**config.mk**
```make
export PLATFORM = sky130hd
export DESIGN_NAME = log_string_escaper
export DESIGN_NICKNAME = d
export VERILOG_FILES = /design/src/rtl/lse_pkg.sv /design/src/rtl/lse_queue.sv /design/src/rtl/lse_front.sv /design/src/rtl/lse_back.sv /design/src/rtl/log_string_escaper.sv
export SDC_FILE = /design/constraint.sdc
export NUM_CORES = 1
export LEC_CHECK = 0
export CELL_PAD_IN_SITES_DETAIL_PLACEMENT = 0
export CELL_PAD_IN_SITES_GLOBAL_PLACEMENT = 1
export CORE_AREA = 2 2 117 119
export DETAILED_ROUTE_END_ITERATION = 8
export DIE_AREA = 0 0 119 121
export DONT_BUFFER_PORTS = 1
export HOLD_SLACK_MARGIN = 0.1
export MAX_ROUTING_LAYER = met4
export PLACE_DENSITY_LB_ADDON = 0.1
export REMOVE_ABC_BUFFERS = 1
export SLEW_MARGIN = 20
export SYNTH_ARGS = -nofsm -noshare
export SYNTH_HDL_FRONTEND = slang
export SYNTH_HIERARCHICAL = 1
export SYNTH_SLANG_ARGS = --single-unit
```
**constraint.sdc**
```tcl
create_clock -name clk -period 5.9 [get_ports clk]
set_input_delay 1.18 -clock clk [delete_from_list [all_inputs] [get_ports clk]]
set_output_delay 1.18 -clock clk [all_outputs]
set_load 0.02 [all_outputs]
```
**src/rtl/lse_pkg.sv**
```systemverilog
// Package of the log string escaper: payload types, command codes and helpers.
// It depends on nothing; every other file of the block but assert_macros.svh uses it.
package lse_pkg;

    localparam int LIMIT_W     = 13;
    localparam int QUEUE_DEPTH = 4;
    localparam int QUEUE_PTR_W = 2;
    localparam int QUEUE_CNT_W = 3;

    localparam logic [1:0] CFG_CLASS_MODE   = 2'd0;
    localparam logic [1:0] CFG_OUTPUT_LIMIT = 2'd1;

    localparam logic [1:0] MODE_HEX_ONLY = 2'd0;
    localparam logic [1:0] MODE_PUNCT    = 2'd1;
    localparam logic [1:0] MODE_FILTER   = 2'd2;
    localparam logic [1:0] MODE_SPARE    = 2'd3;

    localparam logic [7:0] CHAR_BACKSLASH = 8'h5c;
    localparam logic [7:0] CHAR_QUOTE     = 8'h22;
    localparam logic [7:0] CHAR_STAR      = 8'h2a;
    localparam logic [7:0] CHAR_LPAREN    = 8'h28;
    localparam logic [7:0] CHAR_RPAREN    = 8'h29;
    localparam logic [7:0] CHAR_DOT       = 8'h2e;
    localparam logic [7:0] CHAR_LOW       = 8'd32;
    localparam logic [7:0] CHAR_HIGH      = 8'd126;

    typedef enum logic [1:0] {
        KIND_PLAIN,
        KIND_BSL,
        KIND_HEX,
        KIND_TRUNC
    } kind_t;

    typedef struct packed {
        logic [7:0] in_byte;
        logic       in_last;
    } in_item_t;

    typedef struct packed {
        logic [7:0] out_byte;
        logic       out_last;
        logic       truncated;
    } out_item_t;

    typedef struct packed {
        kind_t      kind;
        logic [7:0] data;
        logic       last;
    } cmd_t;

    function automatic kind_t classify(input logic [7:0] c, input logic [1:0] mode);
        logic np;
        np = (c < CHAR_LOW) || (c > CHAR_HIGH);
        case (mode)
            MODE_HEX_ONLY:
                classify = (np || c == CHAR_QUOTE || c == CHAR_BACKSLASH) ? KIND_HEX
                                                                          : KIND_PLAIN;
            MODE_PUNCT:
                if (np || c == CHAR_STAR)
                    classify = KIND_HEX;
                else if (c == CHAR_BACKSLASH || c == CHAR_QUOTE)
                    classify = KIND_BSL;
                else
                    classify = KIND_PLAIN;
            default:
                classify = (np || c == CHAR_STAR || c == CHAR_LPAREN || c == CHAR_RPAREN
                            || c == CHAR_BACKSLASH || c == CHAR_QUOTE) ? KIND_HEX
                                                                       : KIND_PLAIN;
        endcase
    endfunction

    function automatic logic [7:0] hex_char(input logic [3:0] nib);
        hex_char = (nib < 4'd10) ? (8'h30 + {4'd0, nib}) : (8'h57 + {4'd0, nib});
    endfunction

    function automatic logic [1:0] kind_need(input kind_t kind);
        case (kind)
            KIND_HEX: kind_need = 2'd3;
            KIND_BSL: kind_need = 2'd2;
            default:  kind_need = 2'd1;
        endcase
    endfunction

endpackage

```
**src/rtl/lse_queue.sv**
```systemverilog
// Short command queue between the front and back parts of the escaper.
// Depends on lse_pkg for the command type and the queue depth.
module lse_queue (
    input  logic          clk,
    input  logic          rst_n,
    input  logic          push,
    input  lse_pkg::cmd_t push_cmd,
    input  logic          pop,
    output logic          full,
    output logic          head_valid,
    output lse_pkg::cmd_t head_cmd
);

    lse_pkg::cmd_t mem [lse_pkg::QUEUE_DEPTH];

    logic [lse_pkg::QUEUE_PTR_W-1:0] wr_ptr_reg, wr_ptr_next;
    logic [lse_pkg::QUEUE_PTR_W-1:0] rd_ptr_reg, rd_ptr_next;
    logic [lse_pkg::QUEUE_CNT_W-1:0] count_reg, count_next;
    logic do_push;
    logic do_pop;

    assign full       = (count_reg == lse_pkg::QUEUE_CNT_W'(lse_pkg::QUEUE_DEPTH));
    assign head_valid = (count_reg != '0);
    assign head_cmd   = mem[rd_ptr_reg];
    assign do_push    = push && !full;
    assign do_pop     = pop && head_valid;

    always_comb
    begin
        wr_ptr_next = do_push ? wr_ptr_reg + 1'b1 : wr_ptr_reg;
        rd_ptr_next = do_pop ? rd_ptr_reg + 1'b1 : rd_ptr_reg;
        count_next  = count_reg;
        if (do_push && !do_pop)
            count_next = count_reg + 1'b1;
        else if (do_pop && !do_push)
            count_next = count_reg - 1'b1;
    end

    always_ff @(posedge clk)
    begin
        if (do_push)
            mem[wr_ptr_reg] <= push_cmd;
    end

    always_ff @(posedge clk or negedge rst_n)
    begin
        if (!rst_n)
        begin
            wr_ptr_reg <= '0;
            rd_ptr_reg <= '0;
            count_reg  <= '0;
        end
        else
        begin
            wr_ptr_reg <= wr_ptr_next;
            rd_ptr_reg <= rd_ptr_next;
            count_reg  <= count_next;
        end
    end

endmodule

```
**src/rtl/lse_front.sv**
```systemverilog
// Front part of the escaper: configuration registers, byte classification and budget.
// Depends on lse_pkg; pushes one command per emitting input byte into lse_queue.
module lse_front #(
    parameter logic [12:0] BUDGET_CAP = 13'd8188
) (
    input  logic              clk,
    input  logic              rst_n,
    input  logic              in_valid,
    output logic              in_stall,
    input  lse_pkg::in_item_t in_data,
    input  logic              cfg_valid,
    output logic              cfg_ready,
    input  logic [1:0]        cfg_index,
    input  logic [12:0]       cfg_data,
    input  logic              q_full,
    output logic              q_push,
    output lse_pkg::cmd_t     q_cmd
);

    logic [1:0]                  class_mode_reg, class_mode_next;
    logic [lse_pkg::LIMIT_W-1:0] output_limit_reg, output_limit_next;
    logic [lse_pkg::LIMIT_W-1:0] budget_reg, budget_next;
    logic                        cut_off_reg, cut_off_next;
    logic                        active_reg, active_next;
    logic [lse_pkg::LIMIT_W-1:0] budget_eff;
    logic                        cut_eff;
    logic                        accept;
    lse_pkg::kind_t              kind;
    logic [lse_pkg::LIMIT_W-1:0] need;

    assign in_stall  = q_full;
    assign cfg_ready = 1'b1;
    assign accept    = in_valid && !in_stall;

    always_comb
    begin
        class_mode_next   = class_mode_reg;
        output_limit_next = output_limit_reg;
        if (cfg_valid && cfg_ready)
        begin
            case (cfg_index)
                lse_pkg::CFG_CLASS_MODE:   class_mode_next = cfg_data[1:0];
                lse_pkg::CFG_OUTPUT_LIMIT: output_limit_next = cfg_data;
                default: ;
            endcase
        end
    end

    always_comb
    begin
        if (active_reg)
            budget_eff = budget_reg;
        else
            budget_eff = (output_limit_reg < BUDGET_CAP) ? output_limit_reg : BUDGET_CAP;
        cut_eff = active_reg && cut_off_reg;
        kind    = lse_pkg::classify(in_data.in_byte, class_mode_reg);
        need    = {{(lse_pkg::LIMIT_W-2){1'b0}}, lse_pkg::kind_need(kind)};

        budget_next  = budget_reg;
        cut_off_next = cut_off_reg;
        active_next  = active_reg;
        q_push       = 1'b0;
        q_cmd.kind   = kind;
        q_cmd.data   = in_data.in_byte;
        q_cmd.last   = in_data.in_last;

        if (accept)
        begin
            budget_next  = budget_eff;
            cut_off_next = cut_eff;
            if (!cut_eff)
            begin
                q_push = 1'b1;
                if (need <= budget_eff)
                    budget_next = budget_eff - need;
                else
                begin
                    // The second dot of the marker always closes the output string.
                    q_cmd.kind   = lse_pkg::KIND_TRUNC;
                    q_cmd.last   = 1'b1;
                    cut_off_next = 1'b1;
                end
            end
            if (in_data.in_last)
            begin
                active_next  = 1'b0;
                cut_off_next = 1'b0;
            end
            else
                active_next = 1'b1;
        end
    end

    always_ff @(posedge clk or negedge rst_n)
    begin
        if (!rst_n)
        begin
            class_mode_reg   <= lse_pkg::MODE_HEX_ONLY;
            output_limit_reg <= BUDGET_CAP;
            budget_reg       <= '0;
            cut_off_reg      <= 1'b0;
            active_reg       <= 1'b0;
        end
        else
        begin
            class_mode_reg   <= class_mode_next;
            output_limit_reg <= output_limit_next;
            budget_reg       <= budget_next;
            cut_off_reg      <= cut_off_next;
            active_reg       <= active_next;
        end
    end

endmodule

```
**src/rtl/lse_back.sv**
```systemverilog
// Back part of the escaper: expands each queued command into one to three output bytes.
// Depends on lse_pkg; reads the head of lse_queue and drives the output register.
module lse_back (
    input  logic               clk,
    input  logic               rst_n,
    input  logic               head_valid,
    input  lse_pkg::cmd_t      head_cmd,
    output logic               q_pop,
    output logic               out_valid,
    input  logic               out_stall,
    output lse_pkg::out_item_t out_data
);

    logic [1:0]         phase_reg, phase_next;
    logic               out_valid_reg, out_valid_next;
    lse_pkg::out_item_t out_data_reg, out_data_next;
    logic [7:0]         gen_byte;
    logic               gen_final;
    logic               gen_trunc;
    logic               advance;

    assign advance   = head_valid && (!out_valid_reg || !out_stall);
    assign out_valid = out_valid_reg;
    assign out_data  = out_data_reg;

    always_comb
    begin
        gen_byte  = head_cmd.data;
        gen_final = 1'b1;
        gen_trunc = 1'b0;
        unique case (head_cmd.kind)
            lse_pkg::KIND_PLAIN:
            begin
                gen_byte  = head_cmd.data;
                gen_final = 1'b1;
            end
            lse_pkg::KIND_BSL:
            begin
                gen_byte  = (phase_reg == 2'd0) ? lse_pkg::CHAR_BACKSLASH : head_cmd.data;
                gen_final = (phase_reg == 2'd1);
            end
            lse_pkg::KIND_HEX:
            begin
                case (phase_reg)
                    2'd0:    gen_byte = lse_pkg::CHAR_BACKSLASH;
                    2'd1:    gen_byte = lse_pkg::hex_char(head_cmd.data[7:4]);
                    default: gen_byte = lse_pkg::hex_char(head_cmd.data[3:0]);
                endcase
                gen_final = (phase_reg == 2'd2);
            end
            lse_pkg::KIND_TRUNC:
            begin
                gen_byte  = lse_pkg::CHAR_DOT;
                gen_final = (phase_reg == 2'd1);
                gen_trunc = 1'b1;
            end
            default:
            begin
                gen_byte  = head_cmd.data;
                gen_final = 1'b1;
            end
        endcase
    end

    always_comb
    begin
        phase_next     = phase_reg;
        out_valid_next = out_valid_reg;
        out_data_next  = out_data_reg;
        q_pop          = 1'b0;
        if (advance)
        begin
            out_valid_next         = 1'b1;
            out_data_next.out_byte = gen_byte;
            out_data_next.out_last = head_cmd.last && gen_final;
            out_data_next.truncated = gen_trunc;
            q_pop                  = gen_final;
            phase_next             = gen_final ? 2'd0 : phase_reg + 2'd1;
        end
        else if (!out_stall)
            out_valid_next = 1'b0;
    end

    always_ff @(posedge clk)
    begin
        out_data_reg <= out_data_next;
    end

    always_ff @(posedge clk or negedge rst_n)
    begin
        if (!rst_n)
        begin
            phase_reg     <= 2'd0;
            out_valid_reg <= 1'b0;
        end
        else
        begin
            phase_reg     <= phase_next;
            out_valid_reg <= out_valid_next;
        end
    end

endmodule

```
**src/rtl/log_string_escaper.sv**
```systemverilog
// Top level of the log string escaper; joins lse_front, lse_queue and lse_back from lse_pkg.
// An accepted byte goes into lse_queue, and lse_back expands it into the output register.
// Throughput: one output byte per cycle while a command is queued and out_stall is low;
// a byte gives one, two or three (hex escape) bytes; bytes dropped after a cut give none.
// Reset is asynchronous and active low; it empties the queue and the output register and
// loads class_mode 0 and output_limit min(OUT_BUFFER_BYTES-4, 8191).
module log_string_escaper #(
    parameter int OUT_BUFFER_BYTES = 8192
) (
    input  logic               clk,
    input  logic               rst_n,
    input  logic               in_valid,
    output logic               in_stall,
    input  lse_pkg::in_item_t  in_data,
    output logic               out_valid,
    input  logic               out_stall,
    output lse_pkg::out_item_t out_data,
    input  logic               cfg_valid,
    output logic               cfg_ready,
    input  logic [1:0]         cfg_index,
    input  logic [12:0]        cfg_data
);

    localparam int CAP_RAW = OUT_BUFFER_BYTES - 4;
    localparam int CAP_MAX = (1 << lse_pkg::LIMIT_W) - 1;
    localparam logic [lse_pkg::LIMIT_W-1:0] BUDGET_CAP =
        lse_pkg::LIMIT_W'((CAP_RAW > CAP_MAX) ? CAP_MAX : CAP_RAW);

    logic          q_full;
    logic          q_push;
    logic          q_pop;
    logic          head_valid;
    lse_pkg::cmd_t q_cmd;
    lse_pkg::cmd_t head_cmd;

    lse_front #(
        .BUDGET_CAP(BUDGET_CAP)
    ) u_front (
        .clk      (clk),
        .rst_n    (rst_n),
        .in_valid (in_valid),
        .in_stall (in_stall),
        .in_data  (in_data),
        .cfg_valid(cfg_valid),
        .cfg_ready(cfg_ready),
        .cfg_index(cfg_index),
        .cfg_data (cfg_data),
        .q_full   (q_full),
        .q_push   (q_push),
        .q_cmd    (q_cmd)
    );

    lse_queue u_queue (
        .clk       (clk),
        .rst_n     (rst_n),
        .push      (q_push),
        .push_cmd  (q_cmd),
        .pop       (q_pop),
        .full      (q_full),
        .head_valid(head_valid),
        .head_cmd  (head_cmd)
    );

    lse_back u_back (
        .clk       (clk),
        .rst_n     (rst_n),
        .head_valid(head_valid),
        .head_cmd  (head_cmd),
        .q_pop     (q_pop),
        .out_valid (out_valid),
        .out_stall (out_stall),
        .out_data  (out_data)
    );

endmodule

```
## Yosys cells after proc, flatten, opt, wreduce, memory -nomap -nowiden

Memory sizes are Yosys's and may differ from the RTL's.
Cells that the tools add are included.
Widths: inputs -> output; s select.

- $add $sub $neg: 10
- $lt $le $gt $ge: 6
- Equality and inequality tests: 16
- Multiplexer cells: 37
- Reductions and logical operators: 32

Operators with widths:

| kind | count |
|---|---|
| $mux 13 | 4 |
| $eq 8x6->1 const B | 4 |
| $pmux 8 s4 | 1 |
| $mux 8 | 3 |
| $add 7x4->8 const A | 2 |
| $mux 1 | 16 |
| $pmux 8 s2 | 1 |
| $add 6x4->7 const A | 2 |
| $mux 2 | 7 |
| $le 2x13->1 | 1 |
| $lt 13x13->1 const B | 1 |
| $sub 13x2->13 | 1 |
| $eq 2x1->1 const B | 5 |
| $logic_or 1x1->1 | 10 |
| $eq 2x2->1 const B | 4 |
| $eq 8x7->1 const B | 1 |
| $gt 8x7->1 const B | 1 |
| $logic_and 1x1->1 | 8 |
| $logic_not 2->1 | 4 |
| $lt 4x4->1 const B | 2 |
| $lt 8x6->1 const B | 1 |
| $pmux 2 s2 | 2 |
| $add 2x1->2 const B | 3 |
| $mux 3 | 2 |
| other kinds (10) | 15 |

- Register bits: 50
- RAM bits: 44
- Bits of input ports: 29
- Output and inout port bits: 13
- Word-level logic and storage cells: 115
- Memories kept: 1

Memory list:

| memory | depth | width | read ports | clocked after memory_dff | write ports | line | source |
|---|---|---|---|---|---|---|---|
| u_queue.mem | 4 | 11 | 1 | 0 | 1 | lse_queue.sv:14 | `lse_pkg::cmd_t mem [lse_pkg::QUEUE_DEPTH];` |

## Depth between registers and ports, before layout

Gate-level depths: netlist (run 1).

- Word-level depth: 15
- Mapped depth: 15
- Depth with buffers taken out: 15

## Modules after synthesis

Netlist (run 1), hierarchy kept.

Modules (own cells, without submodules):

| module | times used | cells each | area each (µm²) | seq. area each (µm²) |
|---|---|---|---|---|
| lse_front | 1 | 229 | 2205.9 | 764.5 |
| lse_queue | 1 | 93 | 2029.4 | 1496.4 |
| lse_back | 1 | 91 | 895.9 | 375.4 |

## Least setup slack after synthesis (run 1)

OpenSTA, ideal clock, no wires.

- Path kind: input port to flip-flop
- Start: input port in_data[3] (netlist name)
- End: register u_front/budget_reg[9] (netlist name)
- Library setup time: 0.094 ns
- Arrival time: 4.732 ns
- Required time: 5.806 ns
- Slack: 1.074 ns
- Stages on the path: 13
- Path buffers: 1
- Cells stage by stage: or4b_2 > or4b_2 > a21oi_1 > nor2_1 > o21a_1 > ha_1 > ha_1 > and2_1 > a2111oi_4 > buf_6 > a21oi_1 > xnor2_1 > a211oi_1

- Word-level cells in the longest chain between the ends: 14
- Elaborated cells between the ends (all ways): 28
- Classes of those cells: 1 x add/sub; 3 x order compare; 7 x eq/ne; 8 x mux; 9 x reduce/logical

Ends and longest elaborated chain:

| item | line | source |
|---|---|---|
| from (decl) | log_string_escaper.sv:14 | `input lse_pkg::in_item_t in_data,` |
| $lt 8x6->1 / $gt 8x7->1 (equally long branches) | lse_pkg.sv:53 | `np = (c < CHAR_LOW) \|\| (c > CHAR_HIGH);` |
| $logic_or 1x1->1 | lse_pkg.sv:53 |  |
| $logic_or 1x1->1 | lse_pkg.sv:59, lse_pkg.sv:66 |  |
| $logic_or 1x1->1 (2 in series) | lse_pkg.sv:66 | `classify = (np \|\| c == CHAR_STAR \|\| c == CHAR_LPAREN \|\| c == CHAR_RPAREN` |
| $logic_or 1x1->1 (2 in series) | lse_pkg.sv:67 | `\|\| c == CHAR_BACKSLASH \|\| c == CHAR_QUOTE) ? KIND_HEX` |
| $mux 2 | lse_pkg.sv:67 |  |
| $pmux 2 s2 (*) | lse_pkg.sv:54 | `case (mode)` |
| $eq 2x1->1 / $eq 2x2->1 (equally long branches) | lse_pkg.sv:77 | `case (kind)` |
| $pmux 2 s2 (*) | lse_pkg.sv:77 |  |
| $sub 13x2->13 / $le 2x13->1 (equally long branches) | lse_front.sv:75, lse_front.sv:74 |  |
| $mux 13 (*) | lse_front.sv:74 | `if (need <= budget_eff)` |
| $mux 13 (*) | lse_front.sv:71 | `if (!cut_eff)` |
| to (signal assigned) | lse_front.sv:108 | `budget_reg <= budget_next;` |
| to (decl) | lse_front.sv:22 | `logic [lse_pkg::LIMIT_W-1:0] budget_reg, budget_next;` |

Every way passes the cells marked *; elsewhere a longest branch is shown, timed or not.
A chain may end at the register's enable or synchronous reset.

## Worst setup path in the final report (run 1)

- Start: input port in_data[3] (netlist name)
- End: register u_front/budget_reg[2] (netlist name)

The elaborated chain is that of the path after synthesis.

==> results.py, run 1 <==
metrics = {
    "pwr": {
        "power_density_mw_per_mm2": 512.4,
        "power_mw": 2.821,
        "p_leak_nw": 2.001,
        "ir_worst_vdd_mv": 0.1462,
    },
    "clock_tree": {
        "cts_setup_buffers": 0,
        "cts_buffers": 9,
        "hold_buffers": 0,
        "cts_tree": "yes",
        "cts.repair.resized": 0,
        "cts_root_buffer": "clkbuf_16",
        "htree_levels": 3,
        "clk_latency_ns": 0.35,
        "clkTransAtPathRegs_ns": 0.06,
        "clockBufferDepth": 2,
        "cts.sinks": 94,
    },
    "global_route": {
        "overflow": 0,
        "grt_max_degree": 41,
        "antenna_found_initial": 0,
        "grt_pass1_vias": 3284,
        "grt_pass1_wl_mm": 17.62,
        "grt_use_total_pct": 16.40,
    },
    "die": {
        "start_util_pct": 39.21,
        "die_x_um": 119,
        "fp.dieArea_mm2": 0.01440,
        "pin_count": 42,
        "rows": 42,
        "die_h_um": 121,
        "core_mm2": 0.01309,
    },
    "route": {
        "drtIter0Drc": 274,
        "viasPerCell": 5.517,
        "antenna_left": 0,
        "firstDrtPassIters": 4,
        "vias": 3222,
        "drc_errors": 0,
        "wire_per_inst_um": 18.59,
        "drt_wl_total_mm": 10.86,
    },
    "sta": {
        "skew_ns": 0.008733,
        "tns_ns": 0,
        "finalSetupViolations": 0,
        "fmax_mhz": 207.2,
        "tightest_slew_ns": 0.9615,
        "relSlewSlack_pct": 35.66,
        "rsz0062_at_grt": "false",
        "min_period_ns": 4.827,
        "drv_slew": 0,
        "hold_viol": 0,
        "min_period_over_period_pct": 81.81,
    },
    "final_layout": {
        "fin_area_mm2": 0.005507,
        "drive_above_1_share_pct": 17.89,
        "layout_common_cells": "54 x edfxtp_1, 30 x nand2_1, 29 x dfrtp_1",
        "diodes": 0,
        "nets": 447,
        "final_common_cell": "edfxtp_1",
        "area_growth_pct": 7.315,
        "largest_reg_flops": 44,
    },
    "synth": {
        "yosysUniqueCellTypes": 82,
        "synthCells": 413,
        "ys_ff_latch": 94,
        "yosysTopAreaCellShare_pct": 31.60,
        "seq_area_frac_synth_pct": 51.38,
        "syn_area_mm2": 0.005131,
        "syn_area_per_cell_um2": 12.42,
        "synth_ff_type": "edfxtp_1",
        "ys_warn_count": 6,
        "synth_edf_count": 54,
        "yosys.area.top_type": "edfxtp_1",
        "ys_top_cells_by_area": "edfxtp_1 32%, dfrtp_1 14%, dfstp_2 5.6%",
        "ys_async_sr_fraction_pct": 42.55,
    },
    "min_path": {
        "min_path_type": "reg -> reg",
    },
    "placement": {
        "gp_congestion": 0.7964,
        "placed_area_mm2": 0.005220,
        "hpwl_mm": 7.546,
        "portBuffers": 0,
    },
    "critical_path": {
        "crit_buf_inv": 1,
        "worstSetupEndpointType": "flop",
        "critical_path.max_fanout": 14,
        "rrSetupSlack_ns": 2.45,
        "critical_path_class": "in -> reg",
        "path_cells": "or4b_2 -> or4b_2 -> a21oi_1 -> nor2_1 -> o21a_1 -> ha_1 -> ha_1 -> and2_1 -> a2111oi_4 -> buf_4 -> a21boi_1 -> xnor2_1 -> a221oi_1",
        "startpoint_type": "primary input",
        "slowest_delay_ns": 0.68,
        "cp_slowest_cell": "or4b_2",
        "arrival_ns": 5.05,
        "cp.required_ns": 6.12,
        "critPathTopFamily": "simple AND/OR/NAND/NOR gates",
    },
    "run_status": {
        "status": "finished, final reports clean",
    },
    "flow_run": {
        "maxCapViolations": 0,
    },
}
-- synthesized netlist by cell type, drive strengths merged (3+ instances only) --
| master | instances |
|---|---|
| o211ai | 3 |
| inv | 19 |
| a211oi | 9 |
| xor2 | 3 |
| mux4 | 11 |
| nand2 | 31 |
| nand2b | 9 |
| ha | 13 |
| buf | 21 |
| a31oi | 3 |
| or4b | 3 |
| and2 | 10 |
| edfxtp | 54 |
| nand4 | 6 |
| a22oi | 3 |
| nor2b | 6 |
| nor3 | 6 |
| mux2i | 11 |
| o22ai | 4 |
| nand3 | 10 |
| o21ai | 12 |
| o31ai | 5 |
| mux2 | 19 |
| xnor2 | 9 |
| clkbuf | 6 |
| nor3b | 5 |
| nor2 | 15 |
| a21boi | 4 |
| a21oi | 16 |
| dfrtp | 29 |
| or3 | 5 |
| dfstp | 11 |
-- metal layers --
metal  vias up  wire length, µm  global-route usage, %
met5         -                0                      -
met4         0              199                  7.515
met3        13              374                  2.961
met2        61             4999                  25.22
met1      1619             5283                  21.27
li1       1529                -                      -
-- metrics by stage --
stage                     std cells  worst slack [ns]  utilization (%)  hold WS (ns)
final                           584             1.073            42.08        0.4804
after global routing            584            0.9064            42.08        0.5026
after CTS                       584             1.122            42.08        0.4804
after detailed placement        568            0.7646            39.89        0.4665
after global placement          568            0.9162            39.89        0.4641
after floorplan                 386            0.8148                -        0.4483
-- worst min-delay path, cell delays in order (launching register included) --
cell and delay [ns]:
dfrtp_1 0.34, nand2_1 0.05, o31ai_1 0.06
-- cell families after synthesis --
family          Yosys count  synth area share, %
simple gates            120                13.56
flops                    94                51.38
other cells               1              0.07308
mux                      41                11.58
buf+inv                  46                4.828
fa+ha+maj                15                3.950
xor+xnor                 12                2.048
compound gates           84                12.58
-- worst paths after layout --
check | start | to | cells after the start
worst max register to register | u_queue/rd_ptr_reg[0] | u_queue/count_reg[1] | 9
min in group asynchronous | rst_n | u_back/out_valid | 0
worst min register to register | u_front/budget_reg[8] | u_front/budget_reg[8] | 2
worst min-delay path | u_front/budget_reg[8] | u_front/budget_reg[8] | 2
max in group asynchronous | rst_n | u_front/output_limit_reg[12] | 0
worst max-delay path | in_data[3] | u_front/budget_reg[2] | 13
-- layout make-up --
type / count / area (µm²)
fill: 1237 / 7579
sequential: 94 / 2636
multi-input combinational: 273 / 2247
clock buffer: 13 / 260.3
tap: 176 / 220.2
inverter: 19 / 71.32
timing repair buffer: 6 / 45.04
clock inverter: 3 / 26.28
-- where the power goes --
| group | total (mW) | internal (mW) | switching [mW] |
|---|---|---|---|
| clock | 0.562 | 0.312 | 0.250 |
| sequential | 1.17 | 0.944 | 0.229 |
| combinational | 1.09 | 0.478 | 0.608 |
(Power assumes the default switching activity.)
==> run 2: changes to the inputs <==
- clock period: 5.9 -> 4 ns (I/O delays scaled with it)
==> results.py, run 2 (synthesis results as in run 1) <==
metrics = {
    "run_status": {
        "status": "finished, final reports clean",
    },
    "global_route": {
        "grt_pass1_wl_mm": 18.00,
        "grt_max_degree": 41,
        "overflow": 0,
        "antenna_found_initial": 0,
        "grt_pass1_vias": 3355,
        "grt_use_total_pct": 16.64,
    },
    "die": {
        "start_util_pct": 39.21,
        "pin_count": 42,
        "core_mm2": 0.01309,
        "rows": 42,
        "fp.dieArea_mm2": 0.01440,
        "die_x_um": 119,
        "die_h_um": 121,
    },
    "sta": {
        "fmax_mhz": 264.3,
        "min_period_ns": 3.783,
        "hold_viol": 0,
        "finalSetupViolations": 0,
        "drv_slew": 0,
        "min_period_over_period_pct": 94.58,
        "rsz0062_at_grt": "false",
        "tightest_slew_ns": 0.8693,
        "skew_ns": 0.006570,
        "relSlewSlack_pct": 41.83,
    },
    "final_layout": {
        "fin_area_mm2": 0.005801,
        "largest_reg_flops": 44,
        "layout_common_cells": "54 x edfxtp_1, 29 x nand2_1, 29 x dfrtp_1",
        "final_common_cell": "edfxtp_1",
        "nFillCells": 1246,
        "regArea_mm2": 0.002636,
        "multi_input_area_mm2": 0.002349,
        "final_util_pct": 44.33,
        "nets": 466,
        "drive_above_1_share_pct": 24.82,
        "diodes": 0,
        "area_growth_pct": 13.05,
    },
    "placement": {
        "placed_area_mm2": 0.005348,
        "hpwl_mm": 7.672,
        "gp_congestion": 0.8041,
        "portBuffers": 0,
    },
    "clock_tree": {
        "cts.sinks": 94,
        "cts_tree": "yes",
        "htree_levels": 3,
        "cts_buffers": 9,
        "cts_root_buffer": "clkbuf_16",
        "hold_buffers": 0,
        "clk_latency_ns": 0.35,
        "clockBufferDepth": 2,
        "clkTransAtPathRegs_ns": 0.07,
    },
    "critical_path": {
        "cp.required_ns": 4.28,
        "critical_path.max_fanout": 7,
        "arrival_ns": 4.06,
        "startpoint_type": "primary input",
        "r2r_cells": 9,
        "critical_path_class": "in -> reg",
        "worstSetupEndpointType": "flop",
    },
    "flow_run": {
        "maxCapViolations": 0,
    },
    "min_path": {
        "min_path_type": "in -> async",
    },
    "route": {
        "drtIter0Drc": 205,
        "vias": 3262,
        "firstDrtPassIters": 4,
        "wire_per_inst_um": 18.06,
        "viasPerCell": 5.410,
        "drc_errors": 0,
        "drt_wl_total_mm": 10.89,
        "antenna_left": 0,
    },
    "pwr": {
        "p_leak_nw": 2.131,
        "power_density_mw_per_mm2": 756.1,
        "ir_worst_vdd_mv": 0.2406,
    },
}
==> run 2: cell count changes in the layout (fill, tap and decap cells not counted), sizes merged <==
| cell | previous run | this run |
|---|---|---|
| clkinv | 2 | 1 |
| bufinv | 0 | 1 |
| buf | 6 | 25 |
==> run 2: power breakdown <==
group / switching, mW / internal (mW)
sequential: 0.289 / 1.39
clock: 0.369 / 0.560
combinational: 0.982 / 0.792
==> run 2: path summary, 6_finish.rpt <==
path	start	slack (ns)	to
min	rst_n	0.14	u_front/budget_reg[6]
max in group asynchronous	rst_n	3.67	u_front/output_limit_reg[3]
max	in_data[3]	0.22	u_front/budget_reg[0]
min reg2reg	u_front/budget_reg[8]	0.48	u_front/budget_reg[8]
min in group clk	u_front/budget_reg[8]	0.48	u_front/budget_reg[8]
max reg2reg	u_queue/rd_ptr_reg[0]	0.98	u_queue/count_reg[1]
==> run 2: layout make-up <==
| class | instances | area share (%) |
|---|---|---|
| clock buffer | 13 | 4.853 |
| clock inverter | 3 | 0.8197 |
| inverter | 19 | 1.230 |
| multi-input combinational | 273 | 40.49 |
| sequential | 94 | 45.45 |
| tap | 176 | 3.796 |
| timing repair buffer | 25 | 3.365 |
==> run 2: per-stage QoR <==
step	worst slack, ns	TNS [ns]	hold WS [ns]	std cells	total power, mW
after floorplan	-0.7052	-12.54	0.4483	386	2.912
after global routing	0.07078	0	0.1237	603	4.707
after global placement	-0.5244	-12.24	0.4663	585	3.412
after detailed placement	-0.6228	-13.46	0.4758	585	3.425
after CTS	0.02078	0	0.1248	603	4.424
final	0.2168	0	0.1432	603	4.386
==> run 2: metal layers <==
| layer | GRT usage, % | up-vias | share of wire (%) |
|---|---|---|---|
| met4 | 6.696 | 0 | 1.8 |
| li1 | - | 1573 | - |
| met2 | 25.22 | 62 | 46 |
| met3 | 2.820 | 11 | 3.1 |
| met1 | 22.39 | 1616 | 49 |
| met5 | - | - | 0 |
==> run 2: worst max-delay path: stages <==
cell       delay, ns
or4b_4          0.52
or4b_4          0.53
a21oi_2         0.15
nor2_1          0.06
o21a_1          0.23
ha_4            0.29
ha_4            0.19
and2_4          0.17
a2111oi_4       0.31
buf_6           0.19
buf_6           0.11
a22oi_2         0.08
mux2_4          0.34
o21ai_1         0.11
==> run 2: timing repair <==
action / 4_1_cts / 5_1_grt
pin swaps: 4 / 9
buffers inserted: 2 / 0
gates cloned: 0 / 0
resized for setup: 12 / 9
endpoints found under the setup margin: 26 / 25
